--- config.mk ---
export PLATFORM = sky130hd
export DESIGN_NAME = bitmap_next_fit_slot_allocator
export DESIGN_NICKNAME = d
export VERILOG_FILES = /design/src/rtl/core/bnfa_pkg.sv /design/src/rtl/core/bitmap_next_fit_slot_allocator.sv /design/src/rtl/core/bnfa_ctrl.sv /design/src/rtl/core/bnfa_dp.sv
export SDC_FILE = /design/constraint.sdc
export NUM_CORES = 2
export LEC_CHECK = 0
export BUFFER_PORTS_ARGS = -buffer_cell sky130_fd_sc_hd__buf_4
export CORE_MARGIN = 2
export CORE_UTILIZATION = 36
export CTS_BUF_LIST = sky130_fd_sc_hd__clkbuf_4 sky130_fd_sc_hd__clkbuf_8
export CTS_CLUSTER_DIAMETER = 100
export CTS_CLUSTER_SIZE = 25
export DETAILED_ROUTE_END_ITERATION = 16
export GPL_TIMING_DRIVEN = 0
export SKIP_CTS_REPAIR_TIMING = 1
export SLEW_MARGIN = 5
export SYNTH_ARGS = -nofsm -noshare
export SYNTH_HDL_FRONTEND = slang
export SYNTH_HIERARCHICAL = 1
export SYNTH_SLANG_ARGS = --single-unit
--- constraint.sdc ---
create_clock -name clk -period 6 [get_ports clk]
set_input_delay 1.2 -clock clk [delete_from_list [all_inputs] [get_ports clk]]
set_output_delay 1.2 -clock clk [all_outputs]
set_load 0.01 [all_outputs]
--- src/rtl/core/bnfa_pkg.sv ---
package bnfa_pkg;

  localparam int IDX_W      = 10;
  localparam int FC_W       = 11;
  localparam int OFF_W      = 23;
  localparam int SLG_W      = 4;
  localparam int RLG_W      = 5;
  localparam int CFG_IDX_W  = 1;
  localparam int CFG_DATA_W = 5;

  localparam int DEF_MAX_SLOTS      = 1024;
  localparam int DEF_SCAN_WORD_BITS = 64;

  localparam logic [SLG_W-1:0] SLG_MIN   = 4'd8;
  localparam logic [SLG_W-1:0] SLG_MAX   = 4'd10;
  localparam logic [SLG_W-1:0] SLG_RESET = 4'd10;
  localparam logic [RLG_W-1:0] RLG_MIN   = 5'd21;
  localparam logic [RLG_W-1:0] RLG_MAX   = 5'd23;
  localparam logic [RLG_W-1:0] RLG_RESET = 5'd22;

  typedef enum logic [CFG_IDX_W-1:0] {
    REG_SLOT_COUNT_LOG2 = 1'b0,
    REG_REGION_LEN_LOG2 = 1'b1
  } cfg_reg_e;

  typedef enum logic {
    REQ_ALLOC = 1'b0,
    REQ_FREE  = 1'b1
  } req_e;

  typedef enum logic [1:0] {
    ST_OK           = 2'd0,
    ST_NO_FREE      = 2'd1,
    ST_INCONSISTENT = 2'd2,
    ST_RANGE        = 2'd3
  } status_e;

  typedef enum logic [2:0] {
    S_CLEAR,
    S_IDLE,
    S_SCAN,
    S_COMMIT,
    S_FREE_RD,
    S_FREE_WR
  } state_e;

  typedef struct packed {
    logic             req_type;
    logic [IDX_W-1:0] slot_index;
  } in_t;

  typedef struct packed {
    logic [1:0]       status;
    logic [IDX_W-1:0] granted_index;
    logic [OFF_W-1:0] slot_offset;
    logic [FC_W-1:0]  free_count;
  } out_t;

  typedef struct packed {
    logic clr;
    logic acc_alloc;
    logic acc_free;
    logic reject;
    logic scan;
    logic take_hit;
    logic fail;
    logic commit;
    logic free_wr;
  } dp_cmd_t;

  typedef struct packed {
    logic clr_last;
    logic can_alloc;
    logic free_ok;
    logic hit;
    logic miss_done;
  } dp_status_t;

endpackage

--- src/rtl/core/bitmap_next_fit_slot_allocator.sv ---
// Next-fit slot allocator over an occupancy bitmap held in a word-wide memory.
// Input: a transaction is taken when start is high and busy is low; in_data
// carries the request kind (allocate or free) and the slot index to free.
// Output: each transaction yields exactly one result on out_data, shown for a
// single cycle with out_valid high; the receiver cannot hold it off.
// Configuration: cfg_we writes cfg_wdata into the register chosen by cfg_index
// (slot count log2, region length log2) at once; only write while idle.
// Sequence: a rejected request (no free slots, free index out of range) gives
// its result in the cycle after acceptance and the block is ready again at once.
// A free passes through a memory read state and then a write-back state.
// A successful allocate scans bitmap words and then commits the found slot in a
// write state; a search that finds nothing ends after its last word. The scan
// reads one word per cycle through the single memory read port, at most twice
// the number of words in use when the search wraps.
// Items are handled one at a time. Reset: the bitmap is cleared by a sweep
// over all MAX_SLOTS / SCAN_WORD_BITS words (16 by default), during which busy
// stays high; configuration writes are taken.
module bitmap_next_fit_slot_allocator #(
  parameter int MAX_SLOTS      = bnfa_pkg::DEF_MAX_SLOTS,
  parameter int SCAN_WORD_BITS = bnfa_pkg::DEF_SCAN_WORD_BITS
) (
  input  logic                            clk,
  input  logic                            rst_n,
  input  logic                            start,
  output logic                            busy,
  input  bnfa_pkg::in_t                   in_data,
  output logic                            out_valid,
  output bnfa_pkg::out_t                  out_data,
  input  logic                            cfg_we,
  input  logic [bnfa_pkg::CFG_IDX_W-1:0]  cfg_index,
  input  logic [bnfa_pkg::CFG_DATA_W-1:0] cfg_wdata
);
  import bnfa_pkg::*;

  dp_cmd_t    cmd;
  dp_status_t st;

  bnfa_ctrl u_ctrl (
    .clk      (clk),
    .rst_n    (rst_n),
    .start    (start),
    .req_type (in_data.req_type),
    .busy     (busy),
    .st       (st),
    .cmd      (cmd)
  );

  bnfa_dp #(
    .MAX_SLOTS      (MAX_SLOTS),
    .SCAN_WORD_BITS (SCAN_WORD_BITS)
  ) u_dp (
    .clk       (clk),
    .rst_n     (rst_n),
    .cfg_we    (cfg_we),
    .cfg_index (cfg_index),
    .cfg_wdata (cfg_wdata),
    .in_data   (in_data),
    .cmd       (cmd),
    .st        (st),
    .out_valid (out_valid),
    .out_data  (out_data)
  );

endmodule

--- src/rtl/core/bnfa_ctrl.sv ---
module bnfa_ctrl (
  input  logic                  clk,
  input  logic                  rst_n,
  input  logic                  start,
  input  logic                  req_type,
  output logic                  busy,
  input  bnfa_pkg::dp_status_t  st,
  output bnfa_pkg::dp_cmd_t     cmd
);
  import bnfa_pkg::*;

  state_e state_r, state_nxt;

  always_ff @(posedge clk) begin
    if (!rst_n) begin
      state_r <= S_CLEAR;
    end else begin
      state_r <= state_nxt;
    end
  end

  always_comb begin
    state_nxt = state_r;
    cmd       = '0;
    busy      = (state_r != S_IDLE);
    unique case (state_r)
      S_CLEAR: begin
        cmd.clr = 1'b1;
        if (st.clr_last) begin
          state_nxt = S_IDLE;
        end
      end
      S_IDLE: begin
        if (start) begin
          if (req_type == REQ_ALLOC) begin
            if (st.can_alloc) begin
              cmd.acc_alloc = 1'b1;
              state_nxt     = S_SCAN;
            end else begin
              cmd.reject = 1'b1;
            end
          end else begin
            if (st.free_ok) begin
              cmd.acc_free = 1'b1;
              state_nxt    = S_FREE_RD;
            end else begin
              cmd.reject = 1'b1;
            end
          end
        end
      end
      S_SCAN: begin
        cmd.scan = 1'b1;
        if (st.hit) begin
          cmd.take_hit = 1'b1;
          state_nxt    = S_COMMIT;
        end else if (st.miss_done) begin
          cmd.fail  = 1'b1;
          state_nxt = S_IDLE;
        end
      end
      S_COMMIT: begin
        cmd.commit = 1'b1;
        state_nxt  = S_IDLE;
      end
      S_FREE_RD: begin
        state_nxt = S_FREE_WR;
      end
      S_FREE_WR: begin
        cmd.free_wr = 1'b1;
        state_nxt   = S_IDLE;
      end
      default: begin
        state_nxt = S_IDLE;
      end
    endcase
  end

endmodule

--- src/rtl/core/bnfa_dp.sv ---
module bnfa_dp #(
  parameter int MAX_SLOTS      = bnfa_pkg::DEF_MAX_SLOTS,
  parameter int SCAN_WORD_BITS = bnfa_pkg::DEF_SCAN_WORD_BITS
) (
  input  logic                                clk,
  input  logic                                rst_n,
  input  logic                                cfg_we,
  input  logic [bnfa_pkg::CFG_IDX_W-1:0]      cfg_index,
  input  logic [bnfa_pkg::CFG_DATA_W-1:0]     cfg_wdata,
  input  bnfa_pkg::in_t                       in_data,
  input  bnfa_pkg::dp_cmd_t                   cmd,
  output bnfa_pkg::dp_status_t                st,
  output logic                                out_valid,
  output bnfa_pkg::out_t                      out_data
);
  import bnfa_pkg::*;

  localparam int SWB    = SCAN_WORD_BITS;
  localparam int SWB_LG = $clog2(SCAN_WORD_BITS);
  localparam int WORDS  = MAX_SLOTS / SCAN_WORD_BITS;
  localparam int WA_W   = (WORDS > 1) ? $clog2(WORDS) : 1;
  localparam int MAX_LG = $clog2(MAX_SLOTS);

  function automatic logic [SLG_W-1:0] eff_lg(input logic [SLG_W-1:0] lg);
    logic [SLG_W-1:0] c;
    c = lg;
    if (c < SLG_MIN) c = SLG_MIN;
    if (c > SLG_MAX) c = SLG_MAX;
    if (c > SLG_W'(MAX_LG)) c = SLG_W'(MAX_LG);
    return c;
  endfunction

  logic [SWB-1:0] mem [WORDS];

  logic [SLG_W-1:0]  slg_r;
  logic [RLG_W-1:0]  rlg_r;
  logic [IDX_W-1:0]  next_start_r;
  logic [FC_W-1:0]   free_slots_r;
  logic [IDX_W-1:0]  scan_word_r;
  logic              pass_r;
  logic              issue_r;
  logic              first_pend_r;
  logic [SWB_LG-1:0] start_bit_r;
  logic              chk_valid_r;
  logic              chk_first_r;
  logic              chk_last_r;
  logic [IDX_W-1:0]  chk_word_r;
  logic [SWB-1:0]    rdata_r;
  logic [IDX_W-1:0]  hit_idx_r;
  logic [SWB-1:0]    wdata_r;
  logic [IDX_W-1:0]  free_idx_r;
  logic [WA_W-1:0]   clr_cnt_r;
  logic              out_valid_r;
  out_t              out_r;

  logic [SLG_W-1:0]  lg_e;
  logic [FC_W-1:0]   n;
  logic [FC_W-1:0]   n_words;
  logic [IDX_W-1:0]  last_word;
  logic [IDX_W-1:0]  start_word;
  logic              start_in;
  logic [RLG_W-1:0]  rlg_c;
  logic [RLG_W-1:0]  shamt;
  logic [OFF_W-1:0]  offset;
  logic [SWB-1:0]    mask;
  logic [SWB-1:0]    free_vec;
  logic [SWB_LG-1:0] enc;
  logic              hit;
  logic              mem_we;
  logic [WA_W-1:0]   mem_waddr;
  logic [SWB-1:0]    mem_wdata;
  logic [WA_W-1:0]   mem_raddr;

  always_comb begin
    lg_e       = eff_lg(slg_r);
    n          = FC_W'(1) << lg_e;
    n_words    = n >> SWB_LG;
    last_word  = IDX_W'(n_words - 1'b1);
    start_word = next_start_r >> SWB_LG;
    start_in   = ({1'b0, start_word} < n_words);
    rlg_c      = rlg_r;
    if (rlg_c < RLG_MIN) rlg_c = RLG_MIN;
    if (rlg_c > RLG_MAX) rlg_c = RLG_MAX;
    shamt  = rlg_c - {1'b0, lg_e};
    offset = OFF_W'(hit_idx_r) << shamt;
  end

  always_comb begin
    mask     = chk_first_r ? ({SWB{1'b1}} << start_bit_r) : {SWB{1'b1}};
    free_vec = ~rdata_r & mask;
    enc      = '0;
    for (int i = SWB - 1; i >= 0; i--) begin
      if (free_vec[i]) enc = SWB_LG'(i);
    end
    hit = chk_valid_r & (|free_vec);
  end

  always_comb begin
    st.clr_last  = (clr_cnt_r == WA_W'(WORDS - 1));
    st.can_alloc = (free_slots_r != '0);
    st.free_ok   = ({1'b0, in_data.slot_index} < n);
    st.hit       = hit;
    st.miss_done = chk_valid_r & ~hit & chk_last_r;
  end

  always_comb begin
    mem_we    = 1'b0;
    mem_waddr = clr_cnt_r;
    mem_wdata = '0;
    mem_raddr = WA_W'(scan_word_r);
    if (cmd.clr) begin
      mem_we = 1'b1;
    end else if (cmd.commit) begin
      mem_we    = 1'b1;
      mem_waddr = WA_W'(hit_idx_r >> SWB_LG);
      mem_wdata = wdata_r;
    end else if (cmd.free_wr) begin
      mem_we    = 1'b1;
      mem_waddr = WA_W'(scan_word_r);
      mem_wdata = rdata_r & ~(SWB'(1) << free_idx_r[SWB_LG-1:0]);
    end
  end

  always_ff @(posedge clk) begin
    if (mem_we) begin
      mem[mem_waddr] <= mem_wdata;
    end
    rdata_r <= mem[mem_raddr];
  end

  always_ff @(posedge clk) begin
    if (!rst_n) begin
      slg_r        <= SLG_RESET;
      rlg_r        <= RLG_RESET;
      next_start_r <= '0;
      free_slots_r <= FC_W'(1) << eff_lg(SLG_RESET);
      issue_r      <= 1'b0;
      chk_valid_r  <= 1'b0;
      clr_cnt_r    <= '0;
      out_valid_r  <= 1'b0;
    end else begin
      out_valid_r <= cmd.reject | cmd.fail | cmd.commit | cmd.free_wr;
      if (cmd.clr) begin
        clr_cnt_r <= clr_cnt_r + 1'b1;
      end
      if (cfg_we) begin
        unique case (cfg_index)
          REG_SLOT_COUNT_LOG2: begin
            slg_r        <= cfg_wdata[SLG_W-1:0];
            free_slots_r <= FC_W'(1) << eff_lg(cfg_wdata[SLG_W-1:0]);
          end
          REG_REGION_LEN_LOG2: begin
            rlg_r <= cfg_wdata;
          end
          default: begin
          end
        endcase
      end
      if (cmd.acc_alloc) begin
        issue_r     <= 1'b1;
        chk_valid_r <= 1'b0;
      end else if (cmd.scan) begin
        chk_valid_r <= issue_r;
        if (issue_r && pass_r && (scan_word_r == last_word)) begin
          issue_r <= 1'b0;
        end
      end
      if (cmd.fail) begin
        next_start_r <= '0;
      end
      if (cmd.commit) begin
        next_start_r <= hit_idx_r;
        free_slots_r <= free_slots_r - 1'b1;
      end
      if (cmd.free_wr) begin
        next_start_r <= free_idx_r;
        if (free_slots_r < n) begin
          free_slots_r <= free_slots_r + 1'b1;
        end
      end
    end
  end

  always_ff @(posedge clk) begin
    if (cmd.acc_alloc) begin
      pass_r       <= ~start_in;
      scan_word_r  <= start_in ? start_word : '0;
      first_pend_r <= start_in;
      start_bit_r  <= next_start_r[SWB_LG-1:0];
    end else if (cmd.scan) begin
      chk_word_r   <= scan_word_r;
      chk_first_r  <= issue_r & first_pend_r;
      chk_last_r   <= issue_r & pass_r & (scan_word_r == last_word);
      first_pend_r <= 1'b0;
      if (issue_r) begin
        if (scan_word_r == last_word) begin
          if (!pass_r) begin
            scan_word_r <= '0;
            pass_r      <= 1'b1;
          end
        end else begin
          scan_word_r <= scan_word_r + 1'b1;
        end
      end
    end
    if (cmd.acc_free) begin
      scan_word_r <= in_data.slot_index >> SWB_LG;
      free_idx_r  <= in_data.slot_index;
    end
    if (cmd.take_hit) begin
      hit_idx_r <= IDX_W'({chk_word_r, enc});
      wdata_r   <= rdata_r | (SWB'(1) << enc);
    end
    if (cmd.reject) begin
      out_r.status        <= (in_data.req_type == REQ_FREE) ? ST_RANGE : ST_NO_FREE;
      out_r.granted_index <= '0;
      out_r.slot_offset   <= '0;
      out_r.free_count    <= free_slots_r;
    end else if (cmd.fail) begin
      out_r.status        <= ST_INCONSISTENT;
      out_r.granted_index <= '0;
      out_r.slot_offset   <= '0;
      out_r.free_count    <= free_slots_r;
    end else if (cmd.commit) begin
      out_r.status        <= ST_OK;
      out_r.granted_index <= hit_idx_r;
      out_r.slot_offset   <= offset;
      out_r.free_count    <= free_slots_r - 1'b1;
    end else if (cmd.free_wr) begin
      out_r.status        <= ST_OK;
      out_r.granted_index <= '0;
      out_r.slot_offset   <= '0;
      out_r.free_count    <= (free_slots_r < n) ? free_slots_r + 1'b1 : free_slots_r;
    end
  end

  assign out_valid = out_valid_r;
  assign out_data  = out_r;

  a_free_bounded: assert property (@(posedge clk) disable iff (!rst_n)
    free_slots_r <= n)
    else $error("free slot count exceeds slot count");

  a_hit_was_clear: assert property (@(posedge clk) disable iff (!rst_n)
    cmd.take_hit |-> !rdata_r[enc])
    else $error("granted slot was already occupied");

  a_hit_after_start: assert property (@(posedge clk) disable iff (!rst_n)
    (cmd.take_hit && chk_first_r) |-> (enc >= start_bit_r))
    else $error("first scan word granted a slot below the start index");

  a_fail_zero: assert property (@(posedge clk) disable iff (!rst_n)
    (out_valid_r && (out_r.status != ST_OK)) |->
      ((out_r.granted_index == '0) && (out_r.slot_offset == '0)))
    else $error("failed transaction carries a non-zero index or offset");

endmodule
Yosys cells after proc, flatten, opt, wreduce, memory -nomap -nowiden:

Memory sizes are Yosys's and may differ from the RTL's. A register that Yosys moved wholly into a read port is not among the register bits.
Cells that the tools add are included.

* register bits: 194
* bits in latches: 0
* memory bits (writable): 1024
* ROM bits: 0
* input port bits: 21
* output and inout bits: 48
* logic and storage cells: 253
* memories kept: 1

* add/sub/neg operators: 6
* multiply operators: 0
* div/mod/pow operators: 0
* order comparisons: 11
* eq/ne operators: 15
* shifts and indexed selects: 6
* multiplexer cells: 147
* bitwise logic cells: 19
* reductions and logical operators: 24

Memory list
* u_dp.mem: depth 16, width 64, read ports 1, clocked after Yosys merged registers in 1, write ports 1, RTL line bnfa_dp.sv:33 `logic [SWB-1:0] mem [WORDS];`

Operators with widths (count)
* 6-bit two-way mux: 64
* 64-bit two-way mux: 4
* 46-bit two-way mux: 4
* 64-bit AND: 2
* 64-bit NOT: 2
* 1-bit by 6-bit << shifter with 64-bit output (first input constant): 2
* 10-bit two-way mux: 8
* 4-bit two-way mux: 20
* 11-bit two-way mux: 6
* 64-bit OR: 1
* 64-bit OR reduction: 1
* 64-bit by 6-bit << shifter with 64-bit output (first input constant): 1
* 3-bit two-way mux: 10
* 1-bit two-way mux: 27
* 10-bit by 5-bit << shifter with 23-bit output: 1
* 1-bit by 4-bit << shifter with 11-bit output (first input constant): 2
* 4-bit greater-than comparator (second input constant): 4
* 3-bit one-hot mux with 4 select lines: 1
* 11-bit by 1-bit adder with 11-bit output (second input constant): 1
* 10-bit by 11-bit < comparator with 1-bit output: 1
* 11-bit < comparator: 1
* 11-bit nonzero test: 1
* 11-bit by 1-bit subtractor with 11-bit output (second input constant): 1
* 10-bit by 1-bit adder with 10-bit output (second input constant): 1
* 31 further kinds: 62

Longest topological paths before layout:

* word-level depth: 69
* gate-level depth with buffers: 21
* gate-level depth less buffers: 14

Cells and area by module:

Netlist, hierarchy kept.

Modules (own cells, without submodules)
* bnfa_dp: instances 1, cells an instance 3041, area each 52354.0 µm², sequential area each 37005.5 µm²
* bnfa_ctrl: instances 1, cells an instance 37, area each 284.0 µm², sequential area each 60.1 µm²

Worst setup path before layout:

OpenSTA, ideal clock, no wires.

* path type: register to register
* start point: reg u_ctrl.state_r[0]
* end point: mem u_dp/mem[11][0] (netlist bit), enable pin
* setup time: 486 ps
* data arrival time: 4466 ps
* data required time: 5514 ps
* path slack: 1047 ps
* cell stages (with the launch flop): 10
* buffers on the path: 1
* period minus slack after synthesis: 4953 ps
* path through: dfxtp_1 -> inv_1 -> nor3b_1 -> clkbuf_1 -> nor2_1 -> a22oi_1 -> nor2_1 -> a21oi_1 -> nand2_1 -> nor2_1

RTL lines
* from (decl): RTL line bnfa_ctrl.sv:12 `state_e state_r, state_nxt;`
* from (signal assigned): RTL line bnfa_ctrl.sv:18 `state_r <= state_nxt;`
* to (decl): RTL line bnfa_dp.sv:33

==> flow_summary.json <==
{
  "reg2reg_to": "u_dp/out_data[1]$_DFFE_PP_",
  "status": "finished clean",
  "dp_hpwl_um": 101000,
  "synth_top_cell_area_share": 0.650,
  "regToRegStartpoint": "u_dp/start_bit_r[0]$_DFFE_PP_",
  "r2r_setup_slack_ps": 240,
  "grt_first_pass_wirelength_um": 212000,
  "synthFlopType": "edfxtp_1",
  "tightest_slew_ps": 1300,
  "setup_viol": 0,
  "io_pins": 69,
  "hold_viol": 0,
  "grtUsageTotal": 0.195,
  "path_buf_inv": 7,
  "drt_iter0_drc": 3865,
  "syn_area_per_cell_um2": 17.1,
  "arrival_ps": 6320,
  "end_kind": "flop",
  "seq_area_um2": 37100,
  "layout.nets": 3297,
  "fillers": 13100,
  "path_cells": "buf_2 -> buf_2 -> nand4_1 -> o31ai_1 -> o21ai_0 -> nor3_2 -> nand2b_1 -> buf_2 -> nor3_2 -> nor2b_1 -> buf_4 -> and3b_1 -> clkbuf_1 -> or2_2 -> clkbuf_1 -> clkbuf_1 -> o22ai_1",
  "synth_area_leaders": "edfxtp_1 (65%), mux4_2 (14%), dfxtp_1 (5.4%)",
  "finalCritPeriodShare": 0.960,
  "core_region_area_um2": 145000,
  "ys_ff_latch": 1282,
  "power-per-cell-area_nw_per_um2": 244,
  "dr.pass1.iters": 6,
  "fin_skew_ps": 75.7,
  "slew_headroom": 0.136,
  "hold_path_depth": 0,
  "cts_max_path_buffers": 3,
  "die_height_um": 386,
  "critical-path-max-stage-delay_ps": 560,
  "setup_ws_ps": 243,
  "maxSlewViolCount": 0,
  "wl_per_cell_um": 28.2,
  "ys_seq_area_frac": 0.704,
  "drive_above_1_share": 0.194,
  "drcViolationCount": 0,
  "p_leak_nw": 16.8,
  "die_w_um": 386,
  "yosysTopAreaCell": "edfxtp_1",
  "slowest_stage": "edfxtp_1",
  "grt_max_degree": 42,
  "dpl_worst_slack_ps": -102,
  "max_freq_ghz": 0.174,
  "htreeDepth": 2,
  "min_path_type": "reg2reg",
  "start_util": 0.362,
  "clk-insertion-delay-late_ps": 850,
  "synth_edf_count": 1139,
  "layout_commonest_cell": "edfxtp_1",
  "placed_area_um2": 56900,
  "ir_drop_uv": 164,
  "cp_top_family": "buffers and inverters",
  "rows": 140,
  "finalInstanceArea_um2": 58100,
  "criticalPathCategory": "reg2reg",
  "grt_pass1_vias": 29400,
  "synth_async_sr_flop_share": 0,
  "grt_setup_unrepaired": "no",
  "overflow": 0,
  "synthToLayoutAreaGrowth_pct": 10.4,
  "num_vias": 30200,
  "ant_nets": 0,
  "synthCells": 3078,
  "drt-total-wl_um": 147000,
  "clk_pin_slew_ps": 150,
  "path_max_fanout": 10,
  "multi_input_area_um2": 14800,
  "root_buffer": "clkbuf_8",
  "netlist_area_um2": 52600,
  "synth-warning-count": 6,
  "cts-buffers-inserted": 58,
  "port_buffers": 67,
  "viasPerCell": 5.78,
  "whs_endpoint": "u_dp/hit_idx_r[8]$_DFFE_PP_",
  "cts_tree": "yes",
  "startpoint_type": "flop",
  "clock-sinks": 1282,
  "gp_congestion": 0.977,
  "final_cell_mix": "edfxtp_1 (1,139), mux4_2 (320), nand2_1 (193), nor2_1 (170), a21oi_1 (148)",
  "synth_cell_types": 91,
  "crit_required_ps": 6560,
  "die-area_um2": 149000,
  "reg2regPathDepth": 17,
  "hold_start": "u_dp/chk_word_r[2]$_DFFE_PP_",
  "maxCapViolations": 0,
  "grt_antenna_before_repair": 4,
  "min_period_ps": 5760
}
[metal layers]
layer | track usage | up-vias | share of wire
met3 | 0.0245 | 166 | 0.073
met2 | 0.300 | 1296 | 0.45
met1 | 0.296 | 16100 | 0.45
met4 | 0.0471 | 0 | 0.024
met5 | 0 | - | 0
li1 | - | 12700 | -
[state kept, by name, summed over array words and instances (netlist names)]
register,count
u_ctrl/state_r,3
u_dp/chk_first_r,1
u_dp/chk_last_r,1
u_dp/chk_valid_r,1
u_dp/chk_word_r,4
u_dp/clr_cnt_r,4
u_dp/first_pend_r,1
u_dp/free_idx_r,10
u_dp/free_slots_r,11
u_dp/hit_idx_r,10
u_dp/issue_r,1
u_dp/mem,1024
u_dp/next_start_r,10
u_dp/out_data,46
u_dp/out_valid,1
u_dp/pass_r,1
u_dp/rdata_r,64
u_dp/rlg_r,5
u_dp/scan_word_r,10
u_dp/slg_r,4
u_dp/start_bit_r,6
u_dp/wdata_r,64
[kinds of logic after synthesis]
kind of cell               synth area share
and+or+nand+nor                      0.0550
DFF                                   0.704
xor gates and xnor gates            0.00383
muxes                                 0.142
other                             0.0000712
adders and majority gates           0.00433
AOI/OAI and AO/OA                    0.0728
buffers and inverters                0.0183
[worst max path at each step]
stage,cells after the start,start,slack (ps),to
after floorplan,9,u_ctrl/state_r[0]$_SDFFE_PN0P_,1050,u_dp/mem[11][0]$_DFFE_PP_
after global placement,7,u_dp/scan_word_r[0]$_DFFE_PP_,-4800,u_dp/mem[1][28]$_DFFE_PP_
after detailed placement,17,u_dp/start_bit_r[4]$_DFFE_PP_,-100,u_dp/out_data[4]$_DFFE_PP_
after CTS,17,u_dp/start_bit_r[0]$_DFFE_PP_,-110,u_dp/out_data[10]$_DFFE_PP_
after global routing,17,u_dp/start_bit_r[4]$_DFFE_PP_,30,u_dp/out_data[4]$_DFFE_PP_
final,17,u_dp/start_bit_r[0]$_DFFE_PP_,240,u_dp/out_data[1]$_DFFE_PP_
[synth_stat cells (8+ instances only)]
master	instances
and2_1	32
o21a_1	12
inv_1	35
nand4_1	10
nand2_1	193
nor3b_1	8
nand2b_1	14
dfxtp_1	143
nor3_1	39
a2111oi_0	14
a31oi_1	13
a21boi_0	9
o22ai_1	9
nand3_1	40
edfxtp_1	1139
clkbuf_1	129
a21oi_1	148
a221oi_1	15
ha_1	15
o21ai_0	66
and3_1	27
a21o_1	37
mux2i_1	19
buf_4	9
buf_2	19
xor2_1	16
buf_1	29
o21ai_1	9
o31ai_1	8
o311ai_0	8
a22o_1	14
o211a_1	13
nor2b_1	16
a211oi_1	59
o21bai_1	37
mux4_2	320
a22oi_1	19
nor4_1	9
nor2_1	186
or3_1	13
[power breakdown]
group	leakage, nW	internal [mW]	switching, mW
Sequential	10.5	9.75	0.0518
Clock	0.667	1.24	2.60
Combinational	5.62	0.202	0.321
[per-stage QoR]
| stage | total power, mW | setup TNS [ps] | instances | utilization | hold WS, ps |
|---|---|---|---|---|---|
| after global placement | 10.5 | -4463840 | 5063 | 0.382 | 404 |
| after detailed placement | 10.5 | -1690 | 5117 | 0.391 | 407 |
| after global routing | 14.6 | 0 | 5227 | 0.400 | 451 |
| after CTS | 14.3 | -1910 | 5226 | 0.400 | 440 |
| after floorplan | 10.3 | 0 | 3079 | - | 400 |
| final | 14.2 | 0 | 5227 | 0.400 | 420 |
[worst reg2reg max path, cell delays in order (launching register included)]
cell	delay [ps]
edfxtp_1	560
buf_2	310
buf_2	330
nand4_1	160
o31ai_1	430
o21ai_0	430
nor3_2	530
nand2b_1	90
buf_2	180
nor3_2	420
nor2b_1	100
buf_4	160
and3b_1	190
clkbuf_1	440
or2_2	210
clkbuf_1	250
clkbuf_1	470
o22ai_1	210
[area by class of cell]
cell class / instances / area share
sequential: 1282 / 0.638
multi-input combinational: 1566 / 0.254
tap: 1917 / 0.0413
timing repair buffer: 121 / 0.0290
clock buffer: 104 / 0.0199
buffer: 191 / 0.0141
inverter: 40 / 0.00258
clock inverter: 5 / 0.00125
antenna: 1 / 0.0000431
No activity file was read; power rests on OpenSTA's default activity.
